$ cat src/rtl/assert_macros.svh
// ----------------------------------------------------------------------------
// assert_macros.svh
// Shared concurrent assertion macros for the Fresnel sine series block.
// ----------------------------------------------------------------------------
`ifndef ASSERT_MACROS_SVH
`define ASSERT_MACROS_SVH

// Same-cycle implication, ignored while reset is high
`define ASSERT_IMPLIES(label, clk, rst, ante, cons, msg) \
  label: assert property (@(posedge clk) disable iff (rst) (ante) |-> (cons)) \
    else $error(msg);

// Next-cycle implication, ignored while reset is high
`define ASSERT_NEXT(label, clk, rst, ante, cons, msg) \
  label: assert property (@(posedge clk) disable iff (rst) (ante) |=> (cons)) \
    else $error(msg);

`endif

$ cat src/rtl/fss_pkg.sv
// ----------------------------------------------------------------------------
// fss_pkg
// Types, fixed-point constants and helper functions for the Fresnel sine
// integral series pipeline.
// ----------------------------------------------------------------------------
package fss_pkg;

  // Default number of series terms after x^3/3
  localparam int unsigned TERMS_DEF = 20;

  // Coefficient format: unsigned Q0.55
  localparam int unsigned COEF_FRAC = 55;

  // Field widths
  localparam int unsigned ARG_W = 32;
  localparam int unsigned OUT_W = 49;

  typedef logic [62:0]        mag_t;   // term magnitude, unsigned Q18.46
  typedef logic signed [63:0] acc_t;   // running sum, signed Q18.46
  typedef logic [63:0]        x4_t;    // x^4, unsigned Q8.56
  typedef logic signed [48:0] out_t;   // result, signed Q2.46

  // One transaction as it moves from term to term
  typedef struct packed {
    logic valid;
    mag_t mag;
    acc_t acc;
    x4_t  x4;
  } chain_t;

  localparam mag_t MAG_MAX = '1;
  localparam acc_t ACC_MAX = {1'b0, {63{1'b1}}};
  localparam acc_t ACC_MIN = {1'b1, 63'b0};
  localparam out_t OUT_MAX = {1'b0, {48{1'b1}}};
  localparam out_t OUT_MIN = {1'b1, 48'b0};

  // Rounding offsets added to each full product before the shift
  localparam logic [127:0] X4_BIAS   = 128'd1 << 63;                  // x2*x2 >> 64
  localparam logic [127:0] X3P1_BIAS = (128'd1 << 43) + (128'd1 << 44); // x3 + 1
  localparam logic [127:0] DIV3_BIAS = 128'd0;                        // floor
  localparam logic [127:0] COEF_BIAS = 128'd1 << 54;                  // >> 55
  localparam logic [127:0] TERM_BIAS = 128'd1 << 55;                  // >> 56

  // Reciprocal of 3 in Q0.55, exact floor for dividends below 2^55
  localparam logic [63:0] RECIP3 = ((64'd1 << 55) + 64'd1) / 64'd3;

  // Signed add of a magnitude with saturation to the 64-bit range
  function automatic acc_t sat_add(acc_t acc, mag_t mag, logic neg);
    logic [64:0] s;
    if (neg) begin
      s = {acc[63], acc} - {2'b00, mag};
    end else begin
      s = {acc[63], acc} + {2'b00, mag};
    end
    if (s[64] != s[63]) begin
      return s[64] ? ACC_MIN : ACC_MAX;
    end
    return acc_t'(s[63:0]);
  endfunction

  // Saturate the Q18.46 sum to Q2.46
  function automatic out_t clamp_out(acc_t acc);
    if (acc[63:48] == {16{acc[63]}}) begin
      return out_t'(acc[48:0]);
    end
    return acc[63] ? OUT_MIN : OUT_MAX;
  endfunction

endpackage

$ cat src/rtl/fss_outbuf.sv
// ----------------------------------------------------------------------------
// fss_outbuf
// Two-entry output buffer: head drives the output port, spare absorbs
// one more result so the pipeline keeps moving while the head waits.
// ----------------------------------------------------------------------------
`include "assert_macros.svh"

module fss_outbuf (
  input  logic          clk,
  input  logic          rst,
  input  logic          push,
  input  fss_pkg::out_t din,
  input  logic          take,
  output logic          full,
  output logic          valid,
  output fss_pkg::out_t dout
);

  logic          head_vld;
  logic          head_vld_next;
  logic          spare_vld;
  logic          spare_vld_next;
  fss_pkg::out_t head_data;
  fss_pkg::out_t head_data_next;
  fss_pkg::out_t spare_data;
  fss_pkg::out_t spare_data_next;
  logic          pop;

  assign pop   = head_vld & take;
  assign full  = spare_vld;
  assign valid = head_vld;
  assign dout  = head_data;

  // Occupancy
  always_ff @(posedge clk) begin
    if (rst) begin
      head_vld  <= 1'b0;
      spare_vld <= 1'b0;
    end else begin
      head_vld  <= head_vld_next;
      spare_vld <= spare_vld_next;
    end
  end

  // Payload
  always_ff @(posedge clk) begin
    head_data  <= head_data_next;
    spare_data <= spare_data_next;
  end

  // Next-state: pop moves spare to head, push fills the first free slot
  always_comb begin
    head_vld_next   = head_vld;
    spare_vld_next  = spare_vld;
    head_data_next  = head_data;
    spare_data_next = spare_data;
    if (pop) begin
      if (spare_vld) begin
        head_data_next = spare_data;
        if (push) begin
          spare_data_next = din;
        end else begin
          spare_vld_next = 1'b0;
        end
      end else if (push) begin
        head_data_next = din;
      end else begin
        head_vld_next = 1'b0;
      end
    end else if (push) begin
      if (head_vld) begin
        spare_data_next = din;
        spare_vld_next  = 1'b1;
      end else begin
        head_data_next = din;
        head_vld_next  = 1'b1;
      end
    end
  end

  `ASSERT_IMPLIES(a_spare_needs_head, clk, rst, spare_vld, head_vld,
    "spare entry held without head entry")
  `ASSERT_IMPLIES(a_no_push_when_full, clk, rst, push, !spare_vld,
    "result pushed into full buffer")
  `ASSERT_NEXT(a_spare_promoted, clk, rst, pop && spare_vld, head_vld,
    "spare entry lost on pop")

endmodule

$ cat config.mk
export PLATFORM = sky130hd
export DESIGN_NAME = fss_outbuf
export DESIGN_NICKNAME = d
export VERILOG_FILES = /design/src/rtl/fss_pkg.sv /design/src/rtl/fss_outbuf.sv
export VERILOG_INCLUDE_DIRS = /design/src /design/src/rtl
export SDC_FILE = /design/constraint.sdc
export NUM_CORES = 1
export LEC_CHECK = 0
export BUFFER_PORTS_ARGS = -buffer_cell sky130_fd_sc_hd__buf_2
export CAP_MARGIN = 10
export CORE_UTILIZATION = 40
export DETAILED_ROUTE_END_ITERATION = 8
export PLACE_DENSITY = 0.66
export SLEW_MARGIN = 20
export SYNTH_ARGS = -nofsm -noshare
export SYNTH_HDL_FRONTEND = slang
export SYNTH_SLANG_ARGS = --single-unit
$ cat constraint.sdc
create_clock -name clk -period 7.4 [get_ports clk]
set_input_delay 1.11 -clock clk [delete_from_list [all_inputs] [get_ports clk]]
set_output_delay 1.11 -clock clk [all_outputs]
set_load 0.05 [all_outputs]
==> flow_summary.toml <==
[sta]
rsz0062_at_grt = "no"
slew_headroom = 0.510
drv_slew = 0
finalSetupViolCount = 0
fin_skew_ns = 0.00991
min_period_ns = 2.47
tns_ns = 0
fmax_mhz = 406
finalHoldViolCount = 0
timing.final.ws_setup_ns = 4.93
fin_crit_sh = 0.333
tightest_slew_ns = 0.733

[finish]
final_design_area_no_fill_um2 = 4560
fin_cells = 391
fin_nets = 332
drive_gt1_frac = 0.608
nFillCells = 747
antenna-diode-count = 0
area_growth_pct = 24.3

[global_route]
grt-busiest-layer = "met2"
grt_use_met2 = 0.211
grt_pass1_wl_mm = 9.64
use_met1 = 0.171
grt_pass1_vias = 1837
grt_max_degree = 50
use_met3 = 0.0422
antenna_found_initial = 0
grtUsageTotal = 0.133
grt_overflow = 0

[yosys]
yosys.area.top_type = "edfxtp_1"
netlist_instances = 167
synth-compound-area-share = 0.00681
synth_fa_ha_area_frac = 0
synth_cell_types = 13
ys_top_cells_by_count = "98 x edfxtp_1, 39 x mux2_2, 10 x mux2_4"
synthArstFlopShare = 0
ys_ff_latch = 100
synth_mux_area_frac = 0.160
synthSimpleGateAreaFrac = 0.00851
avgSynthCellArea_um2 = 22.0
synth_top_area_frac = 0.801
synth_edf_count = 98
syn_nets = 220
synth_top_family_by_area = "multiplexers"
synth_seq_area_share = 0.812
ys_warn_count = 0
synthXorXnorAreaFrac = 0
synth_most_common_cell = "edfxtp_1"
syn_area_um2 = 3670
netlist_top_cells_area = "edfxtp_1 80%, mux2_2 12%, mux2_4 4.1%, dfxtp_1 1.1%, buf_6 0.61%"
synth-main-ff-cell = "edfxtp_1"

[setup_path]
cp_max_fo = 25
cp-start-kind = "input port"
crit_type = "in2reg"
critPathArrivalTime_ns = 2.48
required_ns = 7.41
end_kind = "flop"

[cts]
clk_latency_ns = 0.34
clockBufferDepth = 2
cts_tree = "yes"
cts_root_buffer = "clkbuf_8"
clock_sinks = 100
cts_hold_buf = 0
post_cts_buffers = 0
clkSlewWorstSetupHoldPaths_ns = 0.09
cts_inserted_buffers = 9
h-tree-depth = 3
ctsResizeCount = 0

[floorplan]
io_pins = 104
rows = 34
coreArea_um2 = 8810
fp.dieArea_um2 = 9570
start_util = 0.417
fp.dieH_um = 97.8
dieWidth_um = 97.8

[drt]
viasPerCell = 4.75
routedWlPerCell_um = 15.2
num_vias = 1857
first_pass_iters = 6
ant_nets = 0
drt_iter0_markers = 56
drt-total-wl_mm = 5.94
drc = 10

[placed_design]
dp.cells = 376
hpwl_mm = 3.91
placed_area_um2 = 4320
gp_congestion = 0.747
portBuffers = 103
place_worst_setup_slack_ns = 4.52

[status]
violations = "design-rule violations"
status = "complete, but fails checks"

[power]
p_leak_nw = 1.77
cellPowerDensity_nw_per_um2 = 262
vdd_drop_max_mv = 0.112
power_mw = 1.20

[flow_run]
maxCapViolations = 0

[worst_hold_path]
hp-class = "reg2reg"
==> metrics by stage <==
stage | hold WS, ns | util
finish | 0.544 | 0.518
global route | 0.561 | 0.518
CTS | 0.546 | 0.518
detailed placement | 0.533 | 0.491
global placement | 0.503 | 0.491
floorplan | 0.525 | -
==> worst max-delay path: stages <==
cell	delay (ns)
buf_2	0.12
inv_1	0.05
o21ai_0	0.14
nor2_4	0.61
buf_4	0.44
==> layout make-up <==
class,count,area [um2],share of cell area
Multi-Input combinational cell,60,661,0.145
Clock buffer,11,141,0.0310
Timing Repair Buffer,106,538,0.118
Inverter,2,7.51,0.00164
Clock inverter,4,98.8,0.0217
Sequential cell,100,2980,0.654
Tap cell,108,135,0.0296
==> power by group <==
part           internal, mW  leakage [nW]  switching, mW
Sequential            0.652         0.938        0.00657
Clock                 0.233         0.120          0.171
Combinational        0.0370         0.713         0.0956
==> state kept, by name (all words and copies together), names as in the netlist <==
name	flops
dout	49
spare_data	49
full	1
valid	1
==> placed cells by master (no fill, tap or decap) <==
cell type,instances
a21oi_1,3
buf_2,103
buf_4,3
bufinv_16,3
clkbuf_1,1
clkbuf_8,10
clkinv_4,1
dfxtp_1,2
edfxtp_1,98
inv_1,2
mux2_2,39
mux2_4,10
nand2_1,2
nand3_2,1
nor2_4,2
nor2b_1,1
o21ai_0,2
==> routing by layer <==
metal,vias to the layer above,wire [um]
met5,-,0
met1,907,2610
met3,5,406
met4,0,42
li1,878,-
met2,67,2880
==> worst paths after layout <==
check                       from              to  slack (ns)  depth (start not counted)
setup / recovery            take  spare_data[34]        4.93                          5
hold reg to reg   spare_data[15]        dout[15]        0.54                          1
setup reg to reg            full  spare_data[34]        5.36                          3
hold / removal    spare_data[15]        dout[15]        0.54                          1
==> cells by family after synthesis <==
group / after synthesis
AO/OA/AOI/OAI: 5
buffers and inverters: 7
flip-flops: 100
multiplexers: 49
AND/OR/NAND/NOR: 6
Note: power is estimated with default switching activity, not from simulation.
